**src/hdl/dtbl_pkg.sv**
```systemverilog
`default_nettype none
// -----------------------------------------------------------------------------
// dtbl_pkg
// Shared types and constants of the dual token bucket limiter.
// -----------------------------------------------------------------------------
package dtbl_pkg;

    // Field widths
    localparam int unsigned OP_W    = 3;
    localparam int unsigned DATA_W  = 32;
    localparam int unsigned MS_W    = 10;   // elapsed times below one second
    localparam int unsigned RQ_W    = 23;   // rate / 1000
    localparam int unsigned RR_W    = 10;   // rate % 1000
    localparam int unsigned PY_W    = RR_W + MS_W;
    localparam int unsigned QD_W    = 11;   // (rate % 1000) * elapsed / 1000

    // Reset rate, 10 MiB/s
    localparam logic [DATA_W-1:0] RATE_RESET = 32'd10485760;
    localparam logic [MS_W-1:0]   MS_PER_S   = 10'd1000;

    // x / 1000 == (x >> 3) / 125, done as a multiply by a rounded-up reciprocal.
    // Rate path: 29-bit dividend, shift 36.
    localparam logic [29:0] RQ_MUL   = 30'd549755814;
    localparam int unsigned RQ_SHIFT = 36;
    // Fraction path: 17-bit dividend, shift 24.
    localparam logic [17:0] RD_MUL   = 18'd134218;
    localparam int unsigned RD_SHIFT = 24;

    // Operation codes
    localparam logic [OP_W-1:0] OP_CHECK_TX  = 3'd0;
    localparam logic [OP_W-1:0] OP_CHECK_RX  = 3'd1;
    localparam logic [OP_W-1:0] OP_RECORD_TX = 3'd2;
    localparam logic [OP_W-1:0] OP_RECORD_RX = 3'd3;
    localparam logic [OP_W-1:0] OP_QUERY     = 3'd4;

    // One accepted request
    typedef struct packed {
        logic [OP_W-1:0]   op;
        logic [DATA_W-1:0] now;
        logic [DATA_W-1:0] n;
    } item_t;

    // Request with its refill amount worked out
    typedef struct packed {
        logic [OP_W-1:0]   op;
        logic [DATA_W-1:0] n;
        logic              refill;  // refill both buckets
        logic              full;    // a second or more has passed: fill to capacity
        logic [DATA_W-1:0] add;     // tokens to add when not full
    } refill_t;

    // Bucket state after one request
    typedef struct packed {
        logic              allowed;
        logic [DATA_W-1:0] tx;
        logic [DATA_W-1:0] rx;
    } bucket_t;

endpackage
`default_nettype wire

```
**src/hdl/dtbl_refill.sv**
```systemverilog
`default_nettype none
// -----------------------------------------------------------------------------
// dtbl_refill
// Input register and the refill-amount pipeline: elapsed time, rate * elapsed
// split into whole and fractional thousandths, divide by 1000.
// -----------------------------------------------------------------------------
module dtbl_refill (
    input  wire logic                        aclk,
    input  wire logic                        aresetn,
    input  wire logic                        in_valid,
    output logic                             in_ready,
    input  wire dtbl_pkg::item_t             in_item,
    input  wire logic [dtbl_pkg::RQ_W-1:0]   rq,
    input  wire logic [dtbl_pkg::RR_W-1:0]   rr,
    output logic                             out_valid,
    input  wire logic                        out_ready,
    output dtbl_pkg::refill_t                out_refill
);
    import dtbl_pkg::*;

    item_t             s0_reg;
    refill_t           s1_reg, s2_reg, s3_reg, s4_reg;
    logic              v0_reg, v1_reg, v2_reg, v3_reg, v4_reg;
    logic              rdy0, rdy1, rdy2, rdy3, rdy4;
    logic [DATA_W-1:0] last_reg;

    logic [MS_W-1:0]   e1_reg;
    logic [DATA_W-1:0] pq2_reg, pq3_reg;
    logic [PY_W-1:0]   py2_reg;
    logic [QD_W-1:0]   qd3_reg;

    logic [DATA_W-1:0]      elapsed;
    logic                   s0_active;
    logic [RQ_W+MS_W-1:0]   pq_full;
    logic [PY_W-1:0]        py_full;
    logic [PY_W-3+17:0]     qd_prod;

    // A stage takes new data when it is empty or the next one moves on
    assign rdy4     = !v4_reg || out_ready;
    assign rdy3     = !v3_reg || rdy4;
    assign rdy2     = !v2_reg || rdy3;
    assign rdy1     = !v1_reg || rdy2;
    assign rdy0     = !v0_reg || rdy1;
    assign in_ready = rdy0;

    assign elapsed   = s0_reg.now - last_reg;
    assign s0_active = (s0_reg.op <= OP_RECORD_RX);

    assign pq_full = rq * e1_reg;
    assign py_full = rr * e1_reg;
    assign qd_prod = py2_reg[PY_W-1:3] * RD_MUL;

    always_ff @(posedge aclk) begin
        if (!aresetn) begin
            v0_reg   <= 1'b0;
            v1_reg   <= 1'b0;
            v2_reg   <= 1'b0;
            v3_reg   <= 1'b0;
            v4_reg   <= 1'b0;
            last_reg <= '0;
        end else begin
            if (rdy0) v0_reg <= in_valid;
            if (rdy1) v1_reg <= v0_reg;
            if (rdy2) v2_reg <= v1_reg;
            if (rdy3) v3_reg <= v2_reg;
            if (rdy4) v4_reg <= v3_reg;
            // every check or record leaves now as the last refill time
            if (rdy1 && v0_reg && s0_active) begin
                last_reg <= s0_reg.now;
            end
        end
    end

    always_ff @(posedge aclk) begin
        if (rdy0 && in_valid) begin
            s0_reg <= in_item;
        end
        if (rdy1 && v0_reg) begin
            s1_reg.op     <= s0_reg.op;
            s1_reg.n      <= s0_reg.n;
            s1_reg.refill <= s0_active && (elapsed != '0);
            s1_reg.full   <= (elapsed >= DATA_W'(MS_PER_S));
            s1_reg.add    <= '0;
            e1_reg        <= elapsed[MS_W-1:0];
        end
        if (rdy2 && v1_reg) begin
            s2_reg  <= s1_reg;
            pq2_reg <= pq_full[DATA_W-1:0];
            py2_reg <= py_full;
        end
        if (rdy3 && v2_reg) begin
            s3_reg  <= s2_reg;
            pq3_reg <= pq2_reg;
            qd3_reg <= qd_prod[RD_SHIFT+QD_W-1:RD_SHIFT];
        end
        if (rdy4 && v3_reg) begin
            s4_reg.op     <= s3_reg.op;
            s4_reg.n      <= s3_reg.n;
            s4_reg.refill <= s3_reg.refill;
            s4_reg.full   <= s3_reg.full;
            s4_reg.add    <= pq3_reg + DATA_W'(qd3_reg);
        end
    end

    assign out_valid  = v4_reg;
    assign out_refill = s4_reg;

endmodule
`default_nettype wire

```
**src/hdl/dtbl_bucket.sv**
```systemverilog
`default_nettype none
// -----------------------------------------------------------------------------
// dtbl_bucket
// Transmit and receive token state: refill, check and record for one request
// a cycle while the output register is empty or its result is taken.
// -----------------------------------------------------------------------------
module dtbl_bucket (
    input  wire logic                          aclk,
    input  wire logic                          aresetn,
    input  wire logic [dtbl_pkg::DATA_W-1:0]   rate,
    input  wire logic                          in_valid,
    output logic                               in_ready,
    input  wire dtbl_pkg::refill_t             in_refill,
    output logic                               out_valid,
    input  wire logic                          out_ready,
    output dtbl_pkg::bucket_t                  out_bucket
);
    import dtbl_pkg::*;

    logic [DATA_W-1:0] tx_reg, rx_reg;
    logic [DATA_W-1:0] tx_fill, rx_fill, tx_next, rx_next;
    logic              allowed;
    bucket_t           out_reg;
    logic              out_valid_reg;

    function automatic logic [DATA_W-1:0] refill_one(
        input logic [DATA_W-1:0] tok,
        input logic [DATA_W-1:0] add,
        input logic [DATA_W-1:0] cap,
        input logic              full
    );
        logic [DATA_W:0] sum;
        sum = {1'b0, tok} + {1'b0, add};
        if (full || (sum > {1'b0, cap})) begin
            refill_one = cap;
        end else begin
            refill_one = sum[DATA_W-1:0];
        end
    endfunction

    function automatic logic [DATA_W-1:0] take_tokens(
        input logic [DATA_W-1:0] tok,
        input logic [DATA_W-1:0] n
    );
        take_tokens = (tok >= n) ? (tok - n) : '0;
    endfunction

    always_comb begin
        tx_fill = in_refill.refill ? refill_one(tx_reg, in_refill.add, rate, in_refill.full)
                                   : tx_reg;
        rx_fill = in_refill.refill ? refill_one(rx_reg, in_refill.add, rate, in_refill.full)
                                   : rx_reg;
        tx_next = tx_fill;
        rx_next = rx_fill;
        allowed = 1'b0;
        case (in_refill.op)
            OP_CHECK_TX:  allowed = (tx_fill >= in_refill.n);
            OP_CHECK_RX:  allowed = (rx_fill >= in_refill.n);
            OP_RECORD_TX: tx_next = take_tokens(tx_fill, in_refill.n);
            OP_RECORD_RX: rx_next = take_tokens(rx_fill, in_refill.n);
            default:      allowed = 1'b0;
        endcase
    end

    assign in_ready = !out_valid_reg || out_ready;

    always_ff @(posedge aclk) begin
        if (!aresetn) begin
            tx_reg        <= RATE_RESET;
            rx_reg        <= RATE_RESET;
            out_valid_reg <= 1'b0;
        end else begin
            if (in_ready) out_valid_reg <= in_valid;
            if (in_ready && in_valid) begin
                tx_reg <= tx_next;
                rx_reg <= rx_next;
            end
        end
    end

    always_ff @(posedge aclk) begin
        if (in_ready && in_valid) begin
            out_reg.allowed <= allowed;
            out_reg.tx      <= tx_next;
            out_reg.rx      <= rx_next;
        end
    end

    assign out_valid  = out_valid_reg;
    assign out_bucket = out_reg;

endmodule
`default_nettype wire

```
**src/hdl/dual_token_bucket_limiter_core.sv**
```systemverilog
`default_nettype none
// -----------------------------------------------------------------------------
// dual_token_bucket_limiter_core
// Transmit and receive token buckets sharing one byte-per-second rate.
// -----------------------------------------------------------------------------
// Pipeline: input register, four refill stages, bucket stage, result register.
// Throughput: one request per cycle unless m_tready stalls the result register;
//   the token update closes its loop within the bucket stage.
// Reset (aresetn low, synchronous): rate and both buckets go to 10485760,
//   last refill time to 0, all pipeline stages empty.
// A rate write reaches rate_reg, then rq_reg, then the remainder rr_reg.
// -----------------------------------------------------------------------------
module dual_token_bucket_limiter_core (
    input  wire logic        aclk,
    input  wire logic        aresetn,
    // configuration: rate_bytes_per_second
    input  wire logic        cfg_wr_en,
    input  wire logic [31:0] cfg_wr_data,
    // request channel
    input  wire logic        s_tvalid,
    output logic             s_tready,
    input  wire logic [63:0] s_tdata,   // [31:0] now_ms, [63:32] byte_count
    input  wire logic [2:0]  s_tuser,   // [2:0] operation
    // result channel
    output logic             m_tvalid,
    input  wire logic        m_tready,
    output logic [71:0]      m_tdata    // [0] allowed, [32:1] tx_used, [64:33] rx_used
);
    import dtbl_pkg::*;

    // Rate register and its split into whole thousandths and remainder
    logic [DATA_W-1:0]          rate_reg;
    logic [RQ_W-1:0]            rq_reg;
    logic [RR_W-1:0]            rr_reg;
    logic [58:0]                rq_prod;
    logic [RQ_W+MS_W-1:0]       rq_x1000;
    logic [DATA_W-1:0]          rr_full;

    item_t   in_item;
    logic    rf_valid, rf_ready;
    refill_t rf_item;
    logic    bk_valid, bk_ready;
    bucket_t bk_item;

    logic              m_tvalid_reg;
    logic [71:0]       m_tdata_reg;
    logic [DATA_W-1:0] tx_used, rx_used;

    function automatic logic [DATA_W-1:0] used_of(
        input logic [DATA_W-1:0] cap,
        input logic [DATA_W-1:0] tok
    );
        // saturate at zero while the tokens sit above a lowered rate
        used_of = (cap > tok) ? (cap - tok) : '0;
    endfunction

    // Hold the rate; the user must change it only while no request is in flight, unchecked here
    always_ff @(posedge aclk) begin
        if (!aresetn) begin
            rate_reg <= RATE_RESET;
        end else if (cfg_wr_en) begin
            rate_reg <= cfg_wr_data;
        end
    end

    // rate / 1000 by reciprocal multiply, then the remainder from the registered quotient
    assign rq_prod  = rate_reg[DATA_W-1:3] * RQ_MUL;
    assign rq_x1000 = rq_reg * MS_PER_S;
    assign rr_full  = rate_reg - rq_x1000[DATA_W-1:0];

    always_ff @(posedge aclk) begin
        rq_reg <= rq_prod[RQ_SHIFT+RQ_W-1:RQ_SHIFT];
        rr_reg <= rr_full[RR_W-1:0];
    end

    // Unpack the request
    assign in_item.op  = s_tuser;
    assign in_item.now = s_tdata[31:0];
    assign in_item.n   = s_tdata[63:32];

    // Register the request, find elapsed time, compute the refill amount
    dtbl_refill u_refill (
        .aclk       (aclk),
        .aresetn    (aresetn),
        .in_valid   (s_tvalid),
        .in_ready   (s_tready),
        .in_item    (in_item),
        .rq         (rq_reg),
        .rr         (rr_reg),
        .out_valid  (rf_valid),
        .out_ready  (rf_ready),
        .out_refill (rf_item)
    );

    // Apply refill, check or record to the bucket state
    dtbl_bucket u_bucket (
        .aclk       (aclk),
        .aresetn    (aresetn),
        .rate       (rate_reg),
        .in_valid   (rf_valid),
        .in_ready   (rf_ready),
        .in_refill  (rf_item),
        .out_valid  (bk_valid),
        .out_ready  (bk_ready),
        .out_bucket (bk_item)
    );

    // Result register: turn token counts into usage; advance when empty or taken
    assign tx_used  = used_of(rate_reg, bk_item.tx);
    assign rx_used  = used_of(rate_reg, bk_item.rx);
    assign bk_ready = !m_tvalid_reg || m_tready;

    always_ff @(posedge aclk) begin
        if (!aresetn) begin
            m_tvalid_reg <= 1'b0;
        end else if (bk_ready) begin
            m_tvalid_reg <= bk_valid;
        end
    end

    always_ff @(posedge aclk) begin
        if (bk_ready && bk_valid) begin
            m_tdata_reg <= {7'b0, rx_used, tx_used, bk_item.allowed};
        end
    end

    assign m_tvalid = m_tvalid_reg;
    assign m_tdata  = m_tdata_reg;

    // With the result register empty, every stage can move, so a request is taken
    a_ready_when_drained: assert property (
        @(posedge aclk) disable iff (!aresetn)
        !m_tvalid_reg |-> s_tready
    ) else $error("request refused while the result register is empty");

    // Once rate_reg has held through rq_reg and rr_reg, quotient and remainder rebuild it
    a_rate_split: assert property (
        @(posedge aclk) disable iff (!aresetn)
        (($past(rate_reg) == rate_reg) && ($past(rate_reg, 2) == rate_reg))
        |-> ((33'(rq_x1000) + 33'(rr_reg) == {1'b0, rate_reg}) && (rr_reg < MS_PER_S))
    ) else $error("rate / 1000 split is wrong");

endmodule
`default_nettype wire

```
**config.mk**
```make
export PLATFORM = sky130hd
export DESIGN_NAME = dual_token_bucket_limiter_core
export DESIGN_NICKNAME = d
export VERILOG_FILES = /design/src/hdl/dtbl_pkg.sv /design/src/hdl/dtbl_refill.sv /design/src/hdl/dtbl_bucket.sv /design/src/hdl/dual_token_bucket_limiter_core.sv
export SDC_FILE = /design/constraint.sdc
export NUM_CORES = 2
export LEC_CHECK = 0
export BUFFER_PORTS_ARGS = -buffer_cell sky130_fd_sc_hd__buf_2
export CORE_MARGIN = 2
export CORE_UTILIZATION = 45
export CTS_BUF_LIST = sky130_fd_sc_hd__clkbuf_16
export DETAILED_ROUTE_END_ITERATION = 8
export PLACE_DENSITY_LB_ADDON = 0.15
export SYNTH_ARGS = -nofsm -noshare
export SYNTH_HDL_FRONTEND = slang
export SYNTH_HIERARCHICAL = 1
export SYNTH_SLANG_ARGS = --single-unit
export TNS_END_PERCENT = 20
```
**constraint.sdc**
```tcl
create_clock -name aclk -period 6.5 [get_ports aclk]
set_input_delay 0 -clock aclk [delete_from_list [all_inputs] [get_ports aclk]]
set_output_delay 0 -clock aclk [all_outputs]
set_load 0.01 [all_outputs]
```
Yosys cells after proc, flatten, opt, wreduce, memory -nomap -nowiden. Index checks and enable logic that the tools add are counted.

Flip-flop bits (word level): 650.

Reduce and logical (&&, ||, !) cells: 27. Add/sub/neg operators: 9. Multiplexer cells: 9. Equal/unequal tests: 3. Order comparisons: 8. $mul: 5.

Operators by type and width (number): two-way mux 32 bit (8); subtractor 32 bit (5); adder 32 x 32 -> 33 bit (2); greater-than comparator 33 x 32 -> 1 bit (2); >= comparator 32 bit (2); greater-than comparator 32 bit (2); multiplier 29 x 29 -> 58 bit, second input constant (1); multiplier 17 x 17 -> 34 bit, second input constant (1); adder 32 x 11 -> 32 bit (1); >= comparator 32 x 10 -> 1 bit, second input constant (1); multiplier 23 x 10 -> 32 bit (1); nonzero test 32 bit (1); multiplier 23 x 7 -> 7 bit, second input constant (1); multiplier 10 x 10 -> 20 bit (1); subtractor 10 bit (1); logical AND 1 bit (9); logical OR 1 bit (9); logical NOT 1 bit (7); == test 3 x 2 -> 1 bit, second input constant (2); == test 3 x 1 -> 1 bit, second input constant (1); <= comparator 3 x 2 -> 1 bit, second input constant (1); logical NOT 3 bit (1); case mux 1 bit (2 select lines) (1).

Longest topological paths before layout.
Depth after elaboration: 9. Depth in mapped cells: 35. Gate-level depth less buffers: 32.

Hierarchy. The synthesis kept the hierarchy.

By module, submodules not included: dtbl_refill (seq. area each 11220.8 um^2, cells an instance 2550, area an instance 28619.9 um^2, instances 1); dual_token_bucket_limiter_core (seq. area each 3273.1 um^2, cells an instance 2203, area an instance 21276.7 um^2, instances 1); dtbl_bucket (seq. area each 3253.1 um^2, cells an instance 1877, area an instance 15044.4 um^2, instances 1).

Worst setup path before layout. No wires, ideal clock.

Kind: register to register. Start point: register u_refill.s4_reg (netlist bit u_refill/out_refill[0]). End point: register u_bucket.rx_reg[27]. Period minus slack after synthesis: 7195 ps. Data arrival time: 6958 ps. Buffers on the path: 2. Library setup time: 237 ps. Slack: -695 ps. Cell stages (with the launch flop): 31. Cell sequence: edfxtp_1 -> ha_1 -> fa_1 -> a211oi_1 -> o211ai_1 -> a211oi_1 -> a21oi_1 -> o22a_1 -> a221oi_2 -> xnor2_1 -> ha_1 -> a21o_1 -> a211oi_1 -> nand4_1 -> nor4_1 -> o21ai_2 -> nor2_8 -> mux2_1 -> mux2_2 -> ha_1 -> a21oi_1 -> o21ai_0 -> a2111oi_0 -> o21ai_0 -> a221oi_1 -> and2_1 -> nand2b_1 -> buf_2 -> buf_4 -> a2bb2oi_1 -> a21oi_1.

Longest elaborated chain between the ends: 8.

RTL lines: from (decl) (RTL line dtbl_refill.sv:22) `refill_t s1_reg, s2_reg, s3_reg, s4_reg;`; adder 32 x 32 -> 33 bit * (RTL line dtbl_bucket.sv:33) `sum = {1'b0, tok} + {1'b0, add};`; greater-than comparator 33 x 32 -> 1 bit (RTL line dtbl_bucket.sv:34) `if (full || (sum > {1'b0, cap})) begin`; logical OR 1 bit (RTL line dtbl_bucket.sv:34); two-way mux 32 bit * (RTL line dtbl_bucket.sv:34); two-way mux 32 bit * (RTL line dtbl_bucket.sv:51) `rx_fill = in_refill.refill ? refill_one(rx_reg, in_refill.add, rate, in_refill.full)`; subtractor 32 bit / >= comparator 32 bit (equally long branches) (RTL line dtbl_bucket.sv:45) `take_tokens = (tok >= n) ? (tok - n) : '0;`; two-way mux 32 bit (RTL line dtbl_bucket.sv:45); two-way mux 32 bit * (RTL line dtbl_bucket.sv:56) `case (in_refill.op)`; to (signal assigned) (RTL line dtbl_bucket.sv:76) `rx_reg <= rx_next;`; to (decl) (RTL line dtbl_bucket.sv:20) `logic [DATA_W-1:0] tx_reg, rx_reg;`.

Every way passes the cells marked *; elsewhere a longest branch is shown, timed or not. A chain may end at the register's enable or synchronous reset.

Worst setup path in the final report.
Start point: register u_refill.s4_reg (netlist bit u_refill/out_refill[0]). End point: register u_bucket.tx_reg[29].

Longest elaborated chain between the ends: 8.

RTL lines: adder 32 x 32 -> 33 bit * (RTL line dtbl_bucket.sv:33); greater-than comparator 33 x 32 -> 1 bit (RTL line dtbl_bucket.sv:34); logical OR 1 bit (RTL line dtbl_bucket.sv:34); two-way mux 32 bit * (RTL line dtbl_bucket.sv:34); two-way mux 32 bit * (RTL line dtbl_bucket.sv:49) `tx_fill = in_refill.refill ? refill_one(tx_reg, in_refill.add, rate, in_refill.full)`; subtractor 32 bit / >= comparator 32 bit (equally long branches) (RTL line dtbl_bucket.sv:45); two-way mux 32 bit (RTL line dtbl_bucket.sv:45); two-way mux 32 bit * (RTL line dtbl_bucket.sv:56); net u_bucket.tx_next[29] (RTL line dtbl_bucket.sv:21) `logic [DATA_W-1:0] tx_fill, rx_fill, tx_next, rx_next;`; to (signal assigned) (RTL line dtbl_bucket.sv:75) `tx_reg <= tx_next;`; to (decl) (RTL line dtbl_bucket.sv:20).

Mark *: on every way through the listed nets, which the timed path passes. The rest lies on a longest branch.

==> results.md <==
* Outcome: complete, but fails checks
* Failing checks: setup timing
* Routed vias at 53100
* Top cell by count, worst path: buf_4
* Gr busiest metal: met2
* Mean number of vias per cell at 5.39
* DP Worst Slack at -1.49 ns
* Hold crit path type: primary input to flop
* Clock latency on the worst-skew pair at 0.69 ns
* Die footprint at 147000 µm²
* Total track usage at 0.283
* Remaining Overflow, GRT at 0
* First-pass GRT wire length at 318000 µm
* Area of the mapped netlist at 64900 µm²
* RSZ-0062 raised after global routing: true
* Vias in the first global route at 53200
* Clock Skew at 0.0329 ns
* Leakage at 39.3 nW
* Initial DRT Pass Iterations at 6
* Largest register FFs at 69
* Port bufs at 170
* Placed Area at 74600 µm²
* Final Wtd Congestion at 0.985
* Core area at 143000 µm²
* Die height at 384 µm
* WHS at 0.0424 ns
* Max-Cap Viols at 0
* Share of post-route cells with drive strength above 1 at 0.218
* Num rows at 139
* Worst path arrival time at 8.10 ns
* Post-Syn Instances at 6630
* Maximum clock frequency at 133 MHz
* H-tree Lvls at 3
* Final setup vio count at 142
* Final instance area at 82100 µm²
* Number of flops mapped to enable cells by yosys at 479
* Fin crit period at 7.53 ns
* Num CTS Buffers at 75
* Top FF cell, synth: edfxtp_1
* Detailed placer's ending HPWL at 167000 µm
* Worst-Margin Slew at 1.03 ns
* Relative slew slack at 0.313
* Ports at 178
* Iteration-0 DRC Markers at 3741
* Met2 usage at 0.459
* Final setup margin at -1.03 ns
* Final WL at 210000 µm
* DRT antenna net count at 0
* Req. time, crit path at 7.08 ns
* Slew Viols, Final at 0
* Max Root-Sink Buffers at 3
* TNS Setup at -109.69 ns
* Number of remaining DRC errors at 0
* Crit share post-route at 1.16
* Synth unique cells at 115
* CTS tree: done
* Largest net degree at the start of global routing at 75
* Yosys warning total at 6
* Total power divided by cell area at 560 nW/µm²
* Async S/R FF share, synth at 0
* Worst setup path class: flop to flop
* Clk root buf: clkbuf_16
* Synthesized area per cell at 9.80 µm²
* Largest stage delay, worst path at 0.41 ns
* M1 GR Usage at 0.390
* Slowest-stage cell, CP: edfxtp_1
* Crit. End Element: flop
* Wire per inst at 21.2 µm
* Clock transition at path regs at 0.07 ns
* Die X at 384 µm
* Count of state elements after synthesis at 647
* Synth-to-layout area growth at 26.5%
* Peak VDD IR at 0.00167 V
* Sequential share of the synthesized area at 0.273
* Critical path peak fanout at 8
* Crit start category: flop
* Initial antenna violation count at 7
* Layout Nets at 9480
* Fillers at 12700
* R2R setup slack at -1.03 ns
* Starting Density at 0.453
* Clock Sinks at 647
* Final Hold Viols at 0
* Met3 GRT Util at 0.0364
[where the power goes]
group / internal [mW] / switching (mW) / total (mW)
clock network: 2.60 / 1.90 / 4.50
logic: 15.1 / 19.9 / 35.1
registers: 5.87 / 0.514 / 6.38
[final timing paths]
check	depth (start not counted)	startpoint	endpoint
setup / recovery	36	u_refill/out_refill[0]$_DFFE_PP_	u_bucket/tx_reg[29]$_SDFFE_PN0P_
hold / removal	2	s_tdata[41]	u_refill/s0_reg[9]$_DFFE_PP_
setup reg to reg	36	u_refill/out_refill[0]$_DFFE_PP_	u_bucket/tx_reg[29]$_SDFFE_PN0P_
hold reg to reg	0	u_refill/s3_reg[34]$_DFFE_PP_	u_refill/out_refill[34]$_DFFE_PP_
[cell usage in the layout, fill, tap and decap left out, types with 152 or more instances in the layout]
| cell type | n |
|---|---|
| a21oi_1 | 319 |
| ha_1 | 914 |
| dfxtp_1 | 152 |
| dlygate4sd3_1 | 190 |
| o21ai_0 | 187 |
| edfxtp_1 | 479 |
| buf_4 | 955 |
| fa_1 | 542 |
| xnor2_1 | 157 |
| and2_1 | 177 |
| nor2_1 | 274 |
| nand2_1 | 474 |
| inv_1 | 1115 |
| buf_2 | 169 |
[area by class of cell]
type                            instances  area, µm²  share of cell area
Inverter                             1113       4180              0.0509
Tap cell                             1903       2380              0.0290
Multi-Input combinational cell       4678      44200               0.538
Sequential cell                       647      17800               0.216
Clock inverter                         62        707             0.00861
Antenna cell                            1       2.50           0.0000305
Clock buffer                           77       1930              0.0235
Timing Repair Buffer                 1379      10900               0.133
[cells by family (layout without fill, tap and decap cells)]
logic type / Yosys count / count (layout) / synth area share
AOI/OAI and AO/OA: 1355 / 1355 / 0.140
xor gates and xnor gates: 279 / 279 / 0.0376
adders and majority gates: 1482 / 1482 / 0.349
buffers and inverters: 1311 / 2631 / 0.0776
DFF: 647 / 647 / 0.273
muxes: 83 / 83 / 0.0130
other: 1 / 8 / 0.0000577
and+or+nand+nor: 1472 / 1472 / 0.110
[timing repair]
action | in CTS | in global routing
cloned | 3 | 1
setup endpoints to repair | 152 | 154
buffers inserted | 66 | 26
endpoints found under the hold margin | 147 | 0
resized for setup | 345 | 144
hold buffers | 190 | 0
pin swaps | 201 | 122
[synth_stat cells (24+ instances only)]
master / n / area (µm²)
nor2b_1: 77 / 482
o21ai_0: 233 / 1170
and3_1: 30 / 188
and2_1: 180 / 1130
ha_1: 936 / 11700
inv_1: 1111 / 4170
nor4_1: 24 / 150
a21o_1: 150 / 1130
xor2_1: 114 / 998
nand3_1: 105 / 526
o21a_1: 56 / 420
a211oi_1: 48 / 360
nand2b_1: 42 / 263
o21bai_1: 41 / 308
fa_1: 546 / 10900
nand4_1: 61 / 382
or2_2: 24 / 150
a31oi_1: 47 / 294
a21oi_1: 384 / 1920
nand2_1: 495 / 1860
edfxtp_1: 479 / 14400
a21boi_0: 48 / 360
xnor2_1: 165 / 1450
dfxtp_1: 168 / 3360
o31ai_1: 27 / 203
nor2_1: 294 / 1100
nor3_1: 78 / 390
clkbuf_1: 147 / 552
o211ai_1: 45 / 338
mux2i_1: 72 / 721
[stage by stage]
step	power [mW]	std cells	util
2_1_floorplan	30.7	6636	-
3_5_place_dp	40.9	9440	0.520
3_3_place_gp	40.5	9440	0.520
6_report	46.0	9860	0.573
5_1_grt	51.2	9859	0.573
4_1_cts	46.1	9837	0.566
[worst max-delay path: cells and delay by family (launching register included)]
kind / cells / cell delay [ns]
simple gates: 5 / 0.78
xor+xnor: 2 / 0.33
compound gates: 18 / 3.50
buf+inv: 6 / 0.96
flops: 1 / 0.41
mux: 1 / 0.26
fa+ha+maj: 4 / 1.13
[layer usage]
layer,vias to the layer above,share of wire
li1,25200,-
met1,25900,0.45
met2,1623,0.46
met3,364,0.055
met4,10,0.040
met5,-,0.00034
Power figures use the tool's default switching activity.
